**src/hw/rtl/sswe_pkg.sv**
```systemverilog
package sswe_pkg;

	// pipeline depth, input register through result register
	localparam int NumStages = 9;

	typedef logic [3:0] digit_t;
	typedef logic [7:0] seg_t;
	typedef logic [5:0][3:0] digits_t;

	// segment positions inside seg_t
	localparam int SegA  = 0;
	localparam int SegB  = 1;
	localparam int SegC  = 2;
	localparam int SegD  = 3;
	localparam int SegE  = 4;
	localparam int SegF  = 5;
	localparam int SegG  = 6;
	localparam int SegDp = 7;

	localparam logic HeaterReset = 1'b1;

	// value / 1000000 = (value >> 6) / 15625, exact for 26-bit operands
	localparam int          ModShift      = 6;
	localparam logic [26:0] ModRecip      = 27'd70368745;
	localparam int          ModRecipShift = 40;
	localparam logic [19:0] DispModulus   = 20'd1000000;

	// x / 1000 for x < 2^20
	localparam logic [20:0] KiloRecip      = 21'd1073742;
	localparam int          KiloRecipShift = 30;
	localparam logic [9:0]  Kilo           = 10'd1000;

	// x / 100 for x < 2^10
	localparam logic [10:0] HundRecip      = 11'd1311;
	localparam int          HundRecipShift = 17;
	localparam logic [6:0]  Hundred        = 7'd100;

	// x / 10 for x < 2^7
	localparam logic [7:0] TenRecip      = 8'd205;
	localparam int         TenRecipShift = 11;
	localparam logic [3:0] Ten           = 4'd10;

	// seven-segment table, bit 0 = A ... bit 6 = G, decimal point always off
	function automatic seg_t seg7(digit_t d);
		seg_t s;
		case (d)
			4'd0: s = 8'h3F;
			4'd1: s = 8'h06;
			4'd2: s = 8'h5B;
			4'd3: s = 8'h4F;
			4'd4: s = 8'h66;
			4'd5: s = 8'h6D;
			4'd6: s = 8'h7D;
			4'd7: s = 8'h07;
			4'd8: s = 8'h7F;
			4'd9: s = 8'h6F;
			default: s = 8'h00;
		endcase
		return s;
	endfunction

endpackage

```
**src/hw/rtl/sswe_word_pack.sv**
```systemverilog
module sswe_word_pack (
	input  sswe_pkg::digits_t digits,
	input  logic              heater,
	output logic [63:0]       word
);
	import sswe_pkg::*;

	seg_t s [6];

	always_comb begin
		for (int i = 0; i < 6; i++) begin
			s[i] = seg7(digits[i]);
		end

		word = '0;

		// hundreds digit, split across the low driver halves
		word[0]  = s[2][SegB];
		word[1]  = s[2][SegDp];
		word[2]  = s[2][SegC];
		word[27] = s[2][SegD];
		word[28] = s[2][SegE];
		word[29] = s[2][SegF];
		word[30] = s[2][SegG];
		word[31] = s[2][SegA];

		word[3]  = s[1][SegD];
		word[4]  = s[1][SegE];
		word[5]  = s[1][SegF];
		word[6]  = s[1][SegG];
		word[10] = s[1][SegA];
		word[11] = s[1][SegB];
		word[12] = s[1][SegDp];
		word[13] = s[1][SegC];

		word[14] = s[0][SegD];
		word[15] = s[0][SegE];
		word[16] = s[0][SegF];
		word[17] = s[0][SegG];
		word[18] = s[0][SegA];
		word[19] = s[0][SegB];
		word[20] = s[0][SegDp];
		word[21] = s[0][SegC];

		word[32] = s[5][SegB];
		word[33] = s[5][SegDp];
		word[34] = s[5][SegC];
		word[59] = s[5][SegD];
		word[60] = s[5][SegE];
		word[61] = s[5][SegF];
		word[62] = s[5][SegG];
		word[63] = s[5][SegA];

		word[35] = s[4][SegD];
		word[36] = s[4][SegE];
		word[37] = s[4][SegF];
		word[38] = s[4][SegG];
		word[42] = s[4][SegA];
		word[43] = s[4][SegB];
		word[44] = s[4][SegDp];
		word[45] = s[4][SegC];

		word[46] = s[3][SegD];
		word[47] = s[3][SegE];
		word[48] = s[3][SegF];
		word[49] = s[3][SegG];
		word[50] = s[3][SegA];
		word[51] = s[3][SegB];
		word[52] = s[3][SegDp];
		word[53] = s[3][SegC];

		word[58] = heater;
	end

endmodule

```
**src/hw/rtl/six_digit_segment_word_encoder_core.sv**
```systemverilog
// the result passes through 9 register stages, input register through result register
// throughput: one transaction per cycle unless the output stalls; the reciprocal
//   multiply divider chain is fully pipelined, one constant multiply per stage and lane
// stalled results hold in place; empty stages still fill while the output waits
// reset (arst_n low, asynchronous): pipeline emptied, heater bit set to 1
module six_digit_segment_word_encoder_core (
	input  logic        clk,
	input  logic        arst_n,
	input  logic        cfg_wr_en,
	input  logic        cfg_wr_data,
	input  logic        in_valid,
	output logic        in_ready,
	input  logic [31:0] time_value,
	output logic        out_valid,
	input  logic        out_ready,
	output logic [63:0] driver_word
);
	import sswe_pkg::*;

	logic [NumStages-1:0] vld_q;
	logic [NumStages-1:0] en;
	logic                 heater_q;

	logic [31:0] v_s1;
	logic [31:0] v_s2;
	logic [12:0] q_s2;
	logic [19:0] r_s3;
	logic [19:0] r_s4;
	logic [9:0]  hi_s4;
	logic [9:0]  x_s5   [2];
	logic [9:0]  x_s6   [2];
	digit_t      hund_s6 [2];
	digit_t      hund_s7 [2];
	digit_t      hund_s8 [2];
	logic [6:0]  rem_s7 [2];
	logic [6:0]  rem_s8 [2];
	digit_t      tens_s8 [2];
	logic [63:0] word_q;

	logic [52:0] q_prod;
	logic [31:0] r_full;
	logic [40:0] k_prod;
	logic [19:0] lo_full;
	logic [20:0] h_prod   [2];
	logic [9:0]  rem_full [2];
	logic [14:0] t_prod   [2];
	logic [6:0]  one_full [2];
	digits_t     digits;
	logic [63:0] word;

	// a stage loads when it is empty or its contents move on
	always_comb begin
		en[NumStages-1] = !vld_q[NumStages-1] || out_ready;
		for (int i = NumStages - 2; i >= 0; i--) begin
			en[i] = !vld_q[i] || en[i+1];
		end
	end

	assign in_ready    = en[0];
	assign out_valid   = vld_q[NumStages-1];
	assign driver_word = word_q;

	always_ff @(posedge clk or negedge arst_n) begin
		if (!arst_n) begin
			vld_q    <= '0;
			heater_q <= HeaterReset;
		end else begin
			if (cfg_wr_en) begin
				heater_q <= cfg_wr_data;
			end
			if (en[0]) begin
				vld_q[0] <= in_valid;
			end
			for (int i = 1; i < NumStages; i++) begin
				if (en[i]) begin
					vld_q[i] <= vld_q[i-1];
				end
			end
		end
	end

	always_comb begin
		q_prod  = 53'(v_s1[31:ModShift]) * 53'(ModRecip);
		r_full  = v_s2 - 32'(q_s2) * 32'(DispModulus);
		k_prod  = 41'(r_s3) * 41'(KiloRecip);
		lo_full = r_s4 - 20'(hi_s4) * 20'(Kilo);
		// lane 0 carries the low three digits, lane 1 the high three
		for (int i = 0; i < 2; i++) begin
			h_prod[i]   = 21'(x_s5[i]) * 21'(HundRecip);
			rem_full[i] = x_s6[i] - 10'(hund_s6[i]) * 10'(Hundred);
			t_prod[i]   = 15'(rem_s7[i]) * 15'(TenRecip);
			one_full[i] = rem_s8[i] - 7'(tens_s8[i]) * 7'(Ten);
			digits[3*i]     = one_full[i][3:0];
			digits[3*i + 1] = tens_s8[i];
			digits[3*i + 2] = hund_s8[i];
		end
	end

	sswe_word_pack u_word_pack (
		.digits (digits),
		.heater (heater_q),
		.word   (word)
	);

	always_ff @(posedge clk) begin
		if (en[0]) begin
			v_s1 <= time_value;
		end
		if (en[1]) begin
			q_s2 <= q_prod[ModRecipShift+12:ModRecipShift];
			v_s2 <= v_s1;
		end
		if (en[2]) begin
			r_s3 <= r_full[19:0];
		end
		if (en[3]) begin
			hi_s4 <= k_prod[KiloRecipShift+9:KiloRecipShift];
			r_s4  <= r_s3;
		end
		if (en[4]) begin
			x_s5[0] <= lo_full[9:0];
			x_s5[1] <= hi_s4;
		end
		for (int i = 0; i < 2; i++) begin
			if (en[5]) begin
				hund_s6[i] <= h_prod[i][HundRecipShift+3:HundRecipShift];
				x_s6[i]    <= x_s5[i];
			end
			if (en[6]) begin
				rem_s7[i]  <= rem_full[i][6:0];
				hund_s7[i] <= hund_s6[i];
			end
			if (en[7]) begin
				tens_s8[i] <= t_prod[i][TenRecipShift+3:TenRecipShift];
				rem_s8[i]  <= rem_s7[i];
				hund_s8[i] <= hund_s7[i];
			end
		end
		if (en[8]) begin
			word_q <= word;
		end
	end

endmodule

```
**config.mk**
```make
export PLATFORM = sky130hd
export DESIGN_NAME = six_digit_segment_word_encoder_core
export DESIGN_NICKNAME = d
export VERILOG_FILES = /design/src/hw/rtl/sswe_pkg.sv /design/src/hw/rtl/sswe_word_pack.sv /design/src/hw/rtl/six_digit_segment_word_encoder_core.sv
export SDC_FILE = /design/constraint.sdc
export NUM_CORES = 2
export LEC_CHECK = 0
export BUFFER_PORTS_ARGS = -buffer_cell sky130_fd_sc_hd__buf_4
export CAP_MARGIN = 10
export CORE_MARGIN = 3
export CORE_UTILIZATION = 40
export CTS_CLUSTER_DIAMETER = 80
export CTS_CLUSTER_SIZE = 28
export DETAILED_ROUTE_END_ITERATION = 10
export PLACE_DENSITY = 0.55
export SYNTH_ARGS = -nofsm -noshare
export SYNTH_HDL_FRONTEND = slang
export SYNTH_SLANG_ARGS = --single-unit
```
**constraint.sdc**
```tcl
create_clock -name clk -period 9.1 [get_ports clk]
set_input_delay 0.91 -clock clk [delete_from_list [all_inputs] [get_ports clk]]
set_output_delay 0.91 -clock clk [all_outputs]
set_load 0.1 [all_outputs]
```
# Yosys cells after proc, flatten, opt, wreduce, memory -nomap -nowiden
# Memories as Yosys holds them, arrays and structs flattened. A register that Yosys moved wholly into a read port is not among the register bits.
# Cells that the tools add are included.
# op_classes
reduce_logical	18
multipliers	12
mux	8
shift	0
div_mod_pow	0
addsub	6
order_cmp	0
bitwise_logic	0
n_eq_ne	0
# ops
op	count
multiplier 26 x 27 -> 53 bit (second input constant)	1
multiplier 10 x 11 -> 21 bit (second input constant)	2
multiplier 20 x 20 -> 39 bit (second input constant)	1
multiplier 7 x 8 -> 15 bit (second input constant)	2
subtractor 20 bit	1
multiplier 13 x 14 -> 14 bit (second input constant)	1
subtractor 7 bit	2
multiplier 10 x 7 -> 7 bit (second input constant)	1
multiplier 4 x 5 -> 5 bit (second input constant)	2
subtractor 10 bit	1
zero test 1 bit	9
logical OR 1 bit	9
multiplier 4 x 3 -> 3 bit (second input constant)	2
2-to-1 mux 1 bit	8
subtractor 4 bit	2
# totals
ram_bits	100
ff_bits	164
memories	14
output_inout_bits	66
inputBits	38
latchBits	0
mem_bits_ro	672
# memory_table
memory	words	width	read_ports	rd_clocked_by_memory_dff	write_ports	line	text
(name not given)	16	7	1	1	0	sswe_pkg.sv:46	case (d)
(name not given)	16	7	1	1	0	sswe_pkg.sv:46	
(name not given)	16	7	1	1	0	sswe_pkg.sv:46	
(name not given)	16	7	1	1	0	sswe_pkg.sv:46	
(name not given)	16	7	1	1	0	sswe_pkg.sv:46	
(name not given)	16	7	1	1	0	sswe_pkg.sv:46	
8 more memories	n/a	n/a	n/a	n/a	n/a	n/a	

# Longest topological paths before layout
# logic_depth
depth_word	10
mapped_depth	25
depth_no_buf	25

# Hierarchy
# From an unflattened synthesis, not the netlist that was laid out.
# hier_totals
cells_unflattened	2898
area_unflattened_um2	32859.0
# modules_own_cells
mod	area_per_inst_um2	instances	cells_each
six_digit_segment_word_encoder_core	31451.4	1	2711
sswe_word_pack	1407.6	1	187

# Worst setup path after synthesis
# No wires, ideal clock.
# synth_timing
path_type	reg2reg
start	register v_s1[11]
end	register q_s2[12], data pin
setup_slack_ps	2805
synth_period_minus_slack_ps	6295
path_buffers	0
arrival_time_ps	6035
required_time_ps	8840
setup_ps	260
stages_incl_launch_ff	24
cell_sequence	edfxtp_1 > fa_1 > fa_1 > inv_1 > fa_1 > inv_1 > fa_1 > inv_1 > fa_1 > inv_1 > fa_1 > inv_1 > fa_1 > inv_1 > ha_1 > nand3_1 > a21o_1 > nand3_1 > o211ai_1 > nand4_1 > o211a_2 > a21bo_2 > a221oi_2 > xnor2_1
# synth_via
elab_chain_cells	1
# synth_rtl
item	line	text
from (decl)	six_digit_segment_word_encoder_core.sv:24	logic [31:0] v_s1;
from (signal assigned)	six_digit_segment_word_encoder_core.sv:107	v_s1 <= time_value;
multiplier 26 x 27 -> 53 bit	six_digit_segment_word_encoder_core.sv:83	q_prod = 53'(v_s1[31:ModShift]) * 53'(ModRecip);
via q_prod[52]	six_digit_segment_word_encoder_core.sv:40	logic [52:0] q_prod;
to (signal assigned)	six_digit_segment_word_encoder_core.sv:110	q_s2 <= q_prod[ModRecipShift+12:ModRecipShift];
to (decl)	six_digit_segment_word_encoder_core.sv:26	logic [12:0] q_s2;
# The timed path passes the listed nets, and every way through them passes these cells.
# A chain may end at the register's enable or synchronous reset.

# Worst setup path after layout
# layout_timing
start	register v_s1[14]
end	register q_s2[12], data pin
# Same word-level chain as after synthesis.

==> flow_summary.yaml <==
run_status:
  status: "finished clean"
yosys:
  synth_top_area_share_pct: 29.2
  synth_cell_types: 61
  yosysTopAreaCell: "ha_1"
  netlist_top_cells_area: "ha_1 (29%), fa_1 (25%), edfxtp_1 (22%)"
  yosys_warnings: 0
  synth_seq_area_share_pct: 23.1
  synth.most_common_cell: "inv_1"
  synth_edf_count: 236
  syn_avg_cell_area_sq_um: 11.3
  synthCells: 2816
  syn_area_sq_um: 31800
  ys.flop_type: "edfxtp_1"
  async_reset_ff_share_pct: 4.07
  ys_top_cells_by_count: "inv_1 (795), ha_1 (742), fa_1 (403), edfxtp_1 (236), xnor2_1 (81)"
  ys_ff_latch: 246
setup_path:
  cp_max_fo: 8
  r2r_start: "v_s1[14]$_DFFE_PP_"
  start_kind: "register"
  crit_start: "v_s1[14]$_DFFE_PP_"
  crit_chain: "inv_1 -> fa_1 -> inv_1 -> fa_1 -> fa_1 -> inv_1 -> fa_1 -> inv_1 -> fa_1 -> fa_1 -> inv_1 -> fa_1 -> inv_1 -> ha_1 -> a21oi_1 -> o21ai_0 -> a21o_1 -> a21oi_1 -> nand4_1 -> o211a_2 -> a21bo_2 -> a221oi_2 -> xnor2_1"
  crit_buf_inv: 6
  crit_top_cell: "fa_1"
  crit_type: "register to register"
  cp_data_arrival_time_ns: 7.21
  critPathCaptureType: "register"
  cpMaxStageDelayCell: "fa_1"
  cp_top_family: "adder cells"
  cp.required_ns: 9.42
  critPathMaxStageDelay_ns: 0.60
grt:
  grt_usage_pct: 17.3
  grt_pass1_vias: 21011
  grt_pass1_wl_microns: 112000
  antenna_found_initial: 0
  grt.overflow.total: 0
  grt_max_degree: 44
flow_run:
  cap_violations: 0
clock_network:
  cts_tree: "built"
  clockBufferDepth: 3
  post_cts_resize_count: 0
  cts_root_buffer: "clkbuf_16"
  cts_max_level: 1
  post_cts_buffers: 0
  hold_buffers: 0
  clk_latency_ns: 0.57
  cts.sinks: 246
  numCtsBuffers: 22
  cts.reportedPaths.clkPinSlew_ns: 0.10
finish:
  diodes: 0
  fin_cells: 3972
  fin_nets: 4099
  fill_cells: 7359
  drive_above_1_share_pct: 5.01
  syn2layout_area_growth_pct: 8.28
drt:
  drt_wl_total_microns: 69100
  ant_nets: 0
  viasPerCell: 4.80
  first_iter_violations: 558
  firstDrtPassIters: 4
  post_drt_wl_per_cell_microns: 17.4
  drc: 0
  vias: 19085
floorplanning:
  coreArea_sq_um: 78100
  ios: 104
  die_area_sq_um: 82900
  start_util_pct: 40.7
  die_width_microns: 288
  fp.dieH_microns: 288
  rows: 102
placed_design:
  port_buffers: 82
  dp_hpwl_microns: 60800
  place_inst: 3932
  gp_congestion: 0.891
timing:
  post-route-min-period_ns: 6.89
  skew_ns: 0.0248
  final_max_slew_viol_count: 0
  rsz0062_at_grt: "false"
  setup_viol: 0
  slew_headroom_pct: 31.2
  max_freq_mhz: 145
  timing_hold_violations_final: 0
  tightest_slew_ns: 1.03
  setup_tns_ns: 0
  period_share_pct: 75.7
worst_hold_path:
  hold_class: "input pin to async pin"
## metrics by stage
step / setup WS, ns / instance area (sq um) / util, % / hold WS, ns
global route: 1.86 / 34400 / 44.1 / 0.123
CTS: 2.24 / 34400 / 44.1 / 0.115
finish: 2.21 / 34400 / 44.1 / 0.162
detailed placement: 2.22 / 33600 / 43.1 / 0.405
floorplan: 2.80 / 31900 / - / 0.400
global placement: 2.27 / 33600 / 43.1 / 0.401
## flip-flops by register name, indices dropped and copies added, names as in the netlist, 13 cells and up
register and cells:
driver_word 43, r_s3 20, v_s2 20, q_s2 13
x_s6 14, v_s1 32, rem_s7 14, x_s5 20
## cells by family after synthesis
kind of cell             count (synthesis)  synth area share, %
other                                    1               0.0118
XOR/XNOR                               111                 3.06
flip-flops                             246                 23.1
AND/OR/NAND/NOR                        197                 3.10
buffers and inverters                  824                 9.98
multiplexers                             2               0.0669
AO/OA/AOI/OAI                          290                 6.15
adder cells (fa/ha/maj)               1145                 54.6
## layout by cell type (no fill, tap or decap), types with 3 or more instances in the layout
cell type  count
a2111oi_0      4
clkinv_8       5
o21ai_0       43
o22ai_1       20
clkbuf_16     22
nor3_1        16
and3_1         6
a21o_1        59
edfxtp_1     236
o2111ai_1      5
a31o_1         4
xnor2_1       81
nor2_1        40
a41o_1         5
ha_1         742
o21bai_1       7
nand4_1        8
conb_1        21
or2_2         14
a31oi_1        9
fa_1         403
inv_6          3
inv_1        795
dfrtp_1        9
o21ai_1       13
nand2_1       42
a211oi_1       5
o211ai_1       5
o21a_1        23
nand2b_1      23
o41ai_1        4
a2111o_1       3
and2_1         5
a21oi_1       56
xor2_1        30
nor2b_1       17
buf_4         85
nand3_1       19
## final timing paths
kind	end	slack [ns]	depth (start not counted)
worst max-delay path	q_s2[12]$_DFFE_PP_	2.21	23
worst min-delay path	vld_q[1]$_DFFE_PN0P_	0.16	1
min in group clk	rem_s7[0][1]$_DFFE_PP_	0.42	0
worst max register to register	q_s2[12]$_DFFE_PP_	2.21	23
max in group asynchronous	heater_q$_DFFE_PN1P_	8.70	1
worst min register to register	rem_s7[0][1]$_DFFE_PP_	0.42	0
## layout make-up
cell class,count,area [sq um],area share (%)
Timing Repair Buffer,85,638,1.85
Sequential cell,246,7340,21.3
Multi-Input combinational cell,1766,21400,62.1
Inverter,795,2980,8.67
Clock buffer,23,554,1.61
Tap cell,1040,1300,3.78
Clock inverter,17,249,0.723
## per-layer routing
metal / global-route usage, % / share of wire (%)
met1: 22.0 / 44
met2: 31.5 / 50
met3: 2.40 / 4.0
met4: 3.43 / 1.9
met5: 0 / 0
Power is left out: the tool's default activity adds up to more than one toggle a clock period on the data nets, which glitch-free logic cannot reach.
